===== src/design/dosc_pkg.sv =====
// Shared types, constants and helpers for the damped oscillator Euler step.
`default_nettype none

package dosc_pkg;

  // Configuration register indexes
  localparam logic [2:0] REG_DIM_COUNT = 3'd0;
  localparam logic [2:0] REG_STIFFNESS = 3'd1;
  localparam logic [2:0] REG_DAMPING   = 3'd2;
  localparam logic [2:0] REG_WRAP_EN   = 3'd3;
  localparam logic [2:0] REG_LOWER     = 3'd4;
  localparam logic [2:0] REG_UPPER     = 3'd5;
  localparam logic [2:0] REG_INIT_POS  = 3'd6;

  // Reset values of the configuration registers
  localparam logic [3:0]         DIM_COUNT_RESET = 4'd2;
  localparam logic [31:0]        GAIN_RESET      = 32'h0004_0000;  // 4.0
  localparam logic signed [31:0] INIT_POS_RESET  = 32'sh0004_0000; // 4.0

  // Multiplier operand selects
  localparam logic [2:0] MUL_NONE   = 3'd0;
  localparam logic [2:0] MUL_K_ERR  = 3'd1;
  localparam logic [2:0] MUL_B_VEL  = 3'd2;
  localparam logic [2:0] MUL_DT_ACC = 3'd3;
  localparam logic [2:0] MUL_DT_VEL = 3'd4;

  // Datapath register operations
  localparam logic [2:0] OP_NONE    = 3'd0;
  localparam logic [2:0] OP_ERR     = 3'd1;
  localparam logic [2:0] OP_TERM    = 3'd2;
  localparam logic [2:0] OP_ACC     = 3'd3;
  localparam logic [2:0] OP_VEL     = 3'd4;
  localparam logic [2:0] OP_POS     = 3'd5;
  localparam logic [2:0] OP_WRAP_HI = 3'd6;
  localparam logic [2:0] OP_WRAP_LO = 3'd7;

  // Sequencer jump kinds
  localparam logic [1:0] JMP_NEXT      = 2'd0;
  localparam logic [1:0] JMP_IF_NOWRAP = 2'd1;
  localparam logic [1:0] JMP_FINISH    = 2'd2;

  localparam int STEP_W    = 4;
  localparam int WIDE_W    = 53;
  localparam int PROD_W    = 68;
  localparam int TERM_W    = PROD_W - 16;
  localparam int LAST_STEP = 10;

  // One microcode word
  typedef struct packed {
    logic [2:0]        mul_sel;
    logic [2:0]        op;
    logic [1:0]        jmp;
    logic [STEP_W-1:0] target;
  } ucode_t;

  // Controls from the sequencer to the datapath
  typedef struct packed {
    logic       load;
    logic       commit;
    logic [2:0] mul_sel;
    logic [2:0] op;
  } dp_ctl_t;

  // Saturate a wide signed value to Q16.16
  function automatic logic signed [31:0] sat32(input logic signed [WIDE_W-1:0] v);
    logic signed [WIDE_W-1:0] hi;
    logic signed [WIDE_W-1:0] lo;
    hi = {{(WIDE_W-32){1'b0}}, 32'h7fff_ffff};
    lo = {{(WIDE_W-32){1'b1}}, 32'h8000_0000};
    if (v > hi) begin
      sat32 = 32'sh7fff_ffff;
    end else if (v < lo) begin
      sat32 = 32'sh8000_0000;
    end else begin
      sat32 = v[31:0];
    end
  endfunction

endpackage

`default_nettype wire


===== src/design/dosc_ucode_rom.sv =====
// Microcode program of the oscillator step sequencer.
`default_nettype none

module dosc_ucode_rom
  import dosc_pkg::*;
(
  input  wire logic [STEP_W-1:0] pc,
  output ucode_t                 word
);

  // mul_sel, op, jump kind, jump target
  always_comb begin
    unique case (pc)
      4'd0:    word = '{MUL_NONE,   OP_ERR,     JMP_NEXT,      4'd0};
      4'd1:    word = '{MUL_K_ERR,  OP_NONE,    JMP_NEXT,      4'd0};
      4'd2:    word = '{MUL_B_VEL,  OP_TERM,    JMP_NEXT,      4'd0};
      4'd3:    word = '{MUL_NONE,   OP_ACC,     JMP_NEXT,      4'd0};
      4'd4:    word = '{MUL_DT_ACC, OP_NONE,    JMP_NEXT,      4'd0};
      4'd5:    word = '{MUL_NONE,   OP_VEL,     JMP_NEXT,      4'd0};
      4'd6:    word = '{MUL_DT_VEL, OP_NONE,    JMP_NEXT,      4'd0};
      4'd7:    word = '{MUL_NONE,   OP_POS,     JMP_IF_NOWRAP, 4'd10};
      4'd8:    word = '{MUL_NONE,   OP_WRAP_HI, JMP_NEXT,      4'd0};
      4'd9:    word = '{MUL_NONE,   OP_WRAP_LO, JMP_NEXT,      4'd0};
      default: word = '{MUL_NONE,   OP_NONE,    JMP_FINISH,    4'd0};
    endcase
  end

endmodule

`default_nettype wire


===== config.mk =====
export PLATFORM = sky130hd
export DESIGN_NAME = dosc_ucode_rom
export DESIGN_NICKNAME = d
export VERILOG_FILES = /design/src/design/dosc_pkg.sv /design/src/design/dosc_ucode_rom.sv
export SDC_FILE = /design/constraint.sdc
export NUM_CORES = 1
export LEC_CHECK = 0
export ABC_AREA = 0
export BUFFER_PORTS_ARGS = -buffer_cell sky130_fd_sc_hd__buf_2
export CAP_MARGIN = 30
export CORE_AREA = 5 5 42 44
export DETAILED_ROUTE_END_ITERATION = 8
export DIE_AREA = 0 0 47 49
export GPL_TIMING_DRIVEN = 0
export RECOVER_POWER = 100
export SETUP_SLACK_MARGIN = 0.3
export SYNTH_ARGS = -nofsm -noshare
export SYNTH_HDL_FRONTEND = slang
export SYNTH_SLANG_ARGS = --single-unit

===== constraint.sdc =====
create_clock -name vclk -period 2.68
set_clock_uncertainty 0.1 [all_clocks]
set_input_delay 0.804 -clock vclk [all_inputs]
set_output_delay 0.804 -clock vclk [all_outputs]
set_load 0.05 [all_outputs]

==> run_results.csv, run 1 <==
group,metric,value,unit
sta,period_needed,2.55,ns
power_and_ir_drop,p_comb_share,100.0,%
sta,slew_violations,0,
global_routing,antenna_found_initial,0,
cells_and_area,nClkBuffers,0,
power_and_ir_drop,leakage,0.233,nW
cells_and_area,drive_above_1_share,77.8,%
power_and_ir_drop,sw_frac_of_total,58.5,%
sta,setup_viol,0,
sta,hold_ws,1.88,ns
power_and_ir_drop,clkPwrFrac,0,%
placement,dp_worst_setup_slack,-0.00747,ns
cells_and_area,num-nets-final,55,
floorplan,start_util,14.9,%
detailed_routing,dr.pass1.iters,2,
global_routing,grt_pass1_vias,221,
global_routing,grt_usage,4.98,%
sta,finalHoldViolations,0,
cells_and_area,seq_cells,0,
synthesis,synthTopCellsByArea,"ha_1, buf_4, nand2b_1",
synthesis,synth_cells,30,
placement,dp_hpwl,437,um
floorplan,die_x,47,um
power_and_ir_drop,p_per_area,199,nW/um^2
setup_path,cp-startpoint,"pc[0]",
sta,finalCritPeriodShare,95.3,%
worst_hold_path,hp-class,"in2out",
floorplan,core-area,1400,um^2
setup_path,critPathCapture,"word[6]",
detailed_routing,postRouteAntennaNets,0,
worst_hold_path,min_path_cells,3,
synthesis,yosysTopAreaCell,"ha_1",
setup_path,cp-start-kind,"input port",
global_routing,gr-total-overflow,0,
status,status,"complete, no violations",
detailed_routing,totalWireLength,541,um
setup_path,critPathArrivalTime,1.65,ns
floorplan,num_rows,14,
power_and_ir_drop,intPower,0.0409,mW
floorplan,dieArea,2300,um^2
sta,finalWorstSetupSlack,0.127,ns
floorplan,die_height,49,um
synthesis,synth_area_per_cell,6.97,um^2
power_and_ir_drop,power_switching,0.0576,mW
global_routing,grt_pass1_wl,931,um
setup_path,path_class,"in2out",
floorplan,pin_count,16,
synthesis,synth_cell_types,13,
synthesis,syn_area,209,um^2
detailed_routing,wl_per_cell,8.87,um
detailed_routing,drt_iter0_drc,1,
clock_tree,cts_hold_buf,0,
synthesis,ys_top_cells_by_count,"buf_4, nand2b_1, ha_1",
detailed_routing,post_drt_via_cell_ratio,3.77,
detailed_routing,drc,0,
job,max_cap_viol_count,0,
power_and_ir_drop,irDropWorstVdd,0.0783,mV
synthesis,yosysTopAreaCellShare,24.0,%
setup_path,end_kind,"primary output",
cells_and_area,regArea,0,um^2
sta,rsz0062_at_grt,"true",
power_and_ir_drop,p_seq_share,0,%
detailed_routing,vias,230,
global_routing,grt_start_max_net_pins,11,
cells_and_area,diodes,0,
sta,max_freq,392,MHz
setup_path,worst-path-max-fanout,4,
placement,io_buffers,12,
placement,finalWeightedCongestion,0.654,
setup_path,required,1.78,ns
cells_and_area,area_delta_synth_final,137,%
synthesis,yosysSeqAreaShare,0,%
synthesis,ys_warn_count,0,
final cells by class:
cell class | count | area, um^2
Multi-Input combinational cell | 22 | 254
Inverter | 3 | 21.3
Fill cell | 151 | 906
Timing Repair Buffer | 14 | 135
Tap cell | 16 | 20.0
Buffer | 6 | 65.1
critical path, cell delays in order:
cell and delay [ns]:
buf_12 0.12, ha_4 0.14, and3b_1 0.22, a31o_4 0.23
buf_8 0.14
how the worst min path moves through the flow:
stage / from / endpoint / slack [ns]
2_1_floorplan: pc[3] / word[11] / 1.69
3_3_place_gp: pc[3] / word[9] / 1.84
3_5_place_dp: pc[3] / word[10] / 1.84
4_1_cts: pc[3] / word[9] / 1.80
5_1_grt: pc[3] / word[9] / 1.89
6_report: pc[3] / word[10] / 1.88
kinds of logic after synthesis:
group / share of synthesized area (%)
adders and majority gates: 24.0
buffers and inverters: 26.9
and+or+nand+nor: 29.3
AOI/OAI and AO/OA: 18.0
other: 1.79
through the flow:
step	power (mW)	instance area (um^2)	utilization (%)	TNS (ns)	cells
2_1_floorplan	0.0629	274	-	0	31
3_3_place_gp	0.0747	354	25.3	0	59
3_5_place_dp	0.0752	354	25.3	-0.00747	59
4_1_cts	0.0954	485	34.6	0	59
5_1_grt	0.105	495	35.4	0	61
6_report	0.0985	495	35.4	0	61
layout by cell type (no fill, tap or decap), drive strengths merged, types with 2 or more instances in the layout:
cell,Yosys,layout
buf,6,13
a21oi,3,3
ha,4,4
clkbuf,0,7
conb,1,2
nand2b,6,6
nand2,2,2
inv,3,3
per-layer routing:
layer  vias to the layer above  global-route usage, %  wire (um)
li1                        121                      -          -
met1                        99                   6.74        212
met2                        10                   9.05        286
met3                         0                      0         42
met4                         0                      0          0
met5                         -                      0          0
what timing repair did:
action	CTS	global route
setup endpoints to repair	9	7
resized for setup	35	8
pin swaps	3	4
setup buffers	0	2
power by group through the flow:
stage	clock (mW)	combinational, mW	sequential (mW)
final	0	0.0985	0
after global routing	0	0.105	0
after CTS	0	0.0954	0
after detailed placement	0	0.0752	0
after global placement	0	0.0747	0
after floorplan	0	0.0629	0
No activity file was read; power rests on OpenSTA's default activity.
==> run 2: changes to the inputs <==
--- a/constraint.sdc
+++ b/constraint.sdc
@@ -4,2 +4,2 @@
 set_output_delay 0.804 -clock vclk [all_outputs]
-set_load 0.05 [all_outputs]
+set_load 0.1 [all_outputs]
==> run_results.csv, run 2 (synthesized netlist as in run 1, its figures left out) <==
group,metric,value,unit
floorplan,pin_count,16,
global_routing,grt_usage,5.40,%
sta,finalCritPeriodShare,96.8,%
setup_path,required,1.78,ns
floorplan,dieArea,2300,um^2
floorplan,num_rows,14,
power_and_ir_drop,power,0.148,mW
cells_and_area,seq_cells,0,
sta,tns,0,ns
detailed_routing,drt_iter0_drc,0,
global_routing,antenna_found_initial,0,
cells_and_area,final_cell_mix,"buf_6, buf_12, nand2b_4, clkbuf_4, ha_4",
cells_and_area,area_delta_synth_final,185,%
sta,finalWorstSetupSlack,0.0862,ns
cells_and_area,multi_input_area,319,um^2
power_and_ir_drop,irDropWorstVdd,0.106,mV
sta,hold_ws,1.92,ns
job,max_cap_viol_count,0,
detailed_routing,vias,250,
floorplan,core-area,1400,um^2
placement,finalWeightedCongestion,0.589,
placement,placed_cell_area,454,um^2
sta,worst_pin_slew,0.539,ns
cells_and_area,nFillCells,147,
status,status,"complete, no violations",
detailed_routing,dr.pass1.iters,1,
detailed_routing,postRouteAntennaNets,0,
floorplan,start_util,14.9,%
global_routing,grt_start_max_net_pins,11,
detailed_routing,post_drt_via_cell_ratio,4.10,
placement,io_buffers,12,
cells_and_area,layout_commonest_cell,"buf_6",
detailed_routing,drc,0,
sta,slew_violations,0,
setup_path,critPathArrivalTime,1.69,ns
setup_path,path_class,"in2out",
cells_and_area,nClkBuffers,0,
placement,dp_hpwl,483,um
power_and_ir_drop,p_per_area,248,nW/um^2
cells_and_area,regArea,0,um^2
detailed_routing,totalWireLength,616,um
floorplan,die_x,47,um
sta,period_needed,2.59,ns
cells_and_area,diodes,0,
setup_path,end_kind,"primary output",
power_and_ir_drop,leakage,0.262,nW
detailed_routing,wl_per_cell,10.1,um
setup_path,worst-path-max-fanout,5,
worst_hold_path,min_path_cells,3,
worst_hold_path,hold_start,"pc[2]",
floorplan,die_height,49,um
placement,dp_worst_setup_slack,-0.127,ns
setup_path,cp-start-kind,"input port",
sta,rsz0062_at_grt,"true",
worst_hold_path,hp-class,"in2out",
global_routing,grt_pass1_wl,993,um
worst_hold_path,min_to,"word[7]",
cells_and_area,fin_area,596,um^2
global_routing,gr-total-overflow,0,
global_routing,grt_pass1_vias,245,
sta,max_freq,386,MHz
sta,setup_viol,0,
sta,slew_headroom,64.2,%
clock_tree,cts_hold_buf,0,
cells_and_area,drive_above_1_share,86.7,%
cells_and_area,num-nets-final,55,
sta,finalHoldViolations,0,
run 2: cell count changes in the layout (fill, tap and decap cells not counted), moves of 2 or more:
| cell | previous run | this run |
|---|---|---|
| clkbuf_4 | 0 | 5 |
| nand2b_4 | 2 | 5 |
| buf_8 | 3 | 0 |
| nand2b_1 | 4 | 1 |
| a21oi_4 | 0 | 3 |
| buf_12 | 3 | 5 |
| buf_4 | 5 | 3 |
| clkbuf_2 | 7 | 1 |
| a21oi_2 | 3 | 0 |
| buf_6 | 2 | 6 |
run 2: power by group:
part / switching (mW) / internal (mW) / total [mW]
Clock: 0 / 0 / 0
Combinational: 0.0976 / 0.0502 / 0.148
Sequential: 0 / 0 / 0
run 2: metrics by stage:
stage / cells / util [%]
floorplan: 31 / -
global placement: 59 / 32.4
detailed placement: 59 / 32.4
CTS: 60 / 47.6
global route: 61 / 42.5
finish: 61 / 42.5
run 2: worst max path at each step:
stage / from / slack [ns] / to / cells past startpoint
2_1_floorplan: pc[3] / -0.05 / word[6] / 3
3_5_place_dp: pc[1] / -0.13 / word[6] / 6
4_1_cts: pc[0] / 0.14 / word[6] / 6
5_1_grt: pc[1] / 0.06 / word[6] / 5
3_3_place_gp: pc[0] / -0.12 / word[6] / 6
6_report: pc[1] / 0.09 / word[6] / 5
run 2: metal layers:
layer  track usage [%]  vias to the layer above  routed length (um)
met1              6.52                      114                 200
met5                 0                        -                   0
met4                 0                        0                   0
met3             0.369                        0                  90
met2              10.4                       14                 325
li1                  -                      122                   -
run 2: critical path, stage by stage:
cell and delay [ns]:
buf_12 0.12, ha_4 0.14, and3b_1 0.22, a31o_4 0.23, buf_6 0.18
run 2: what timing repair did:
action	CTS	global route
setup buffers	1	1
endpoints found under the hold margin	0	0
endpoints found under the setup margin	10	8
resized for setup	53	3
pin swaps	4	2
run 2: layout make-up:
type,count,share of cell area [%]
Multi-Input combinational cell,22,53.6
Tap cell,16,3.36
Buffer,6,13.0
Timing Repair Buffer,14,26.1
Inverter,3,3.99
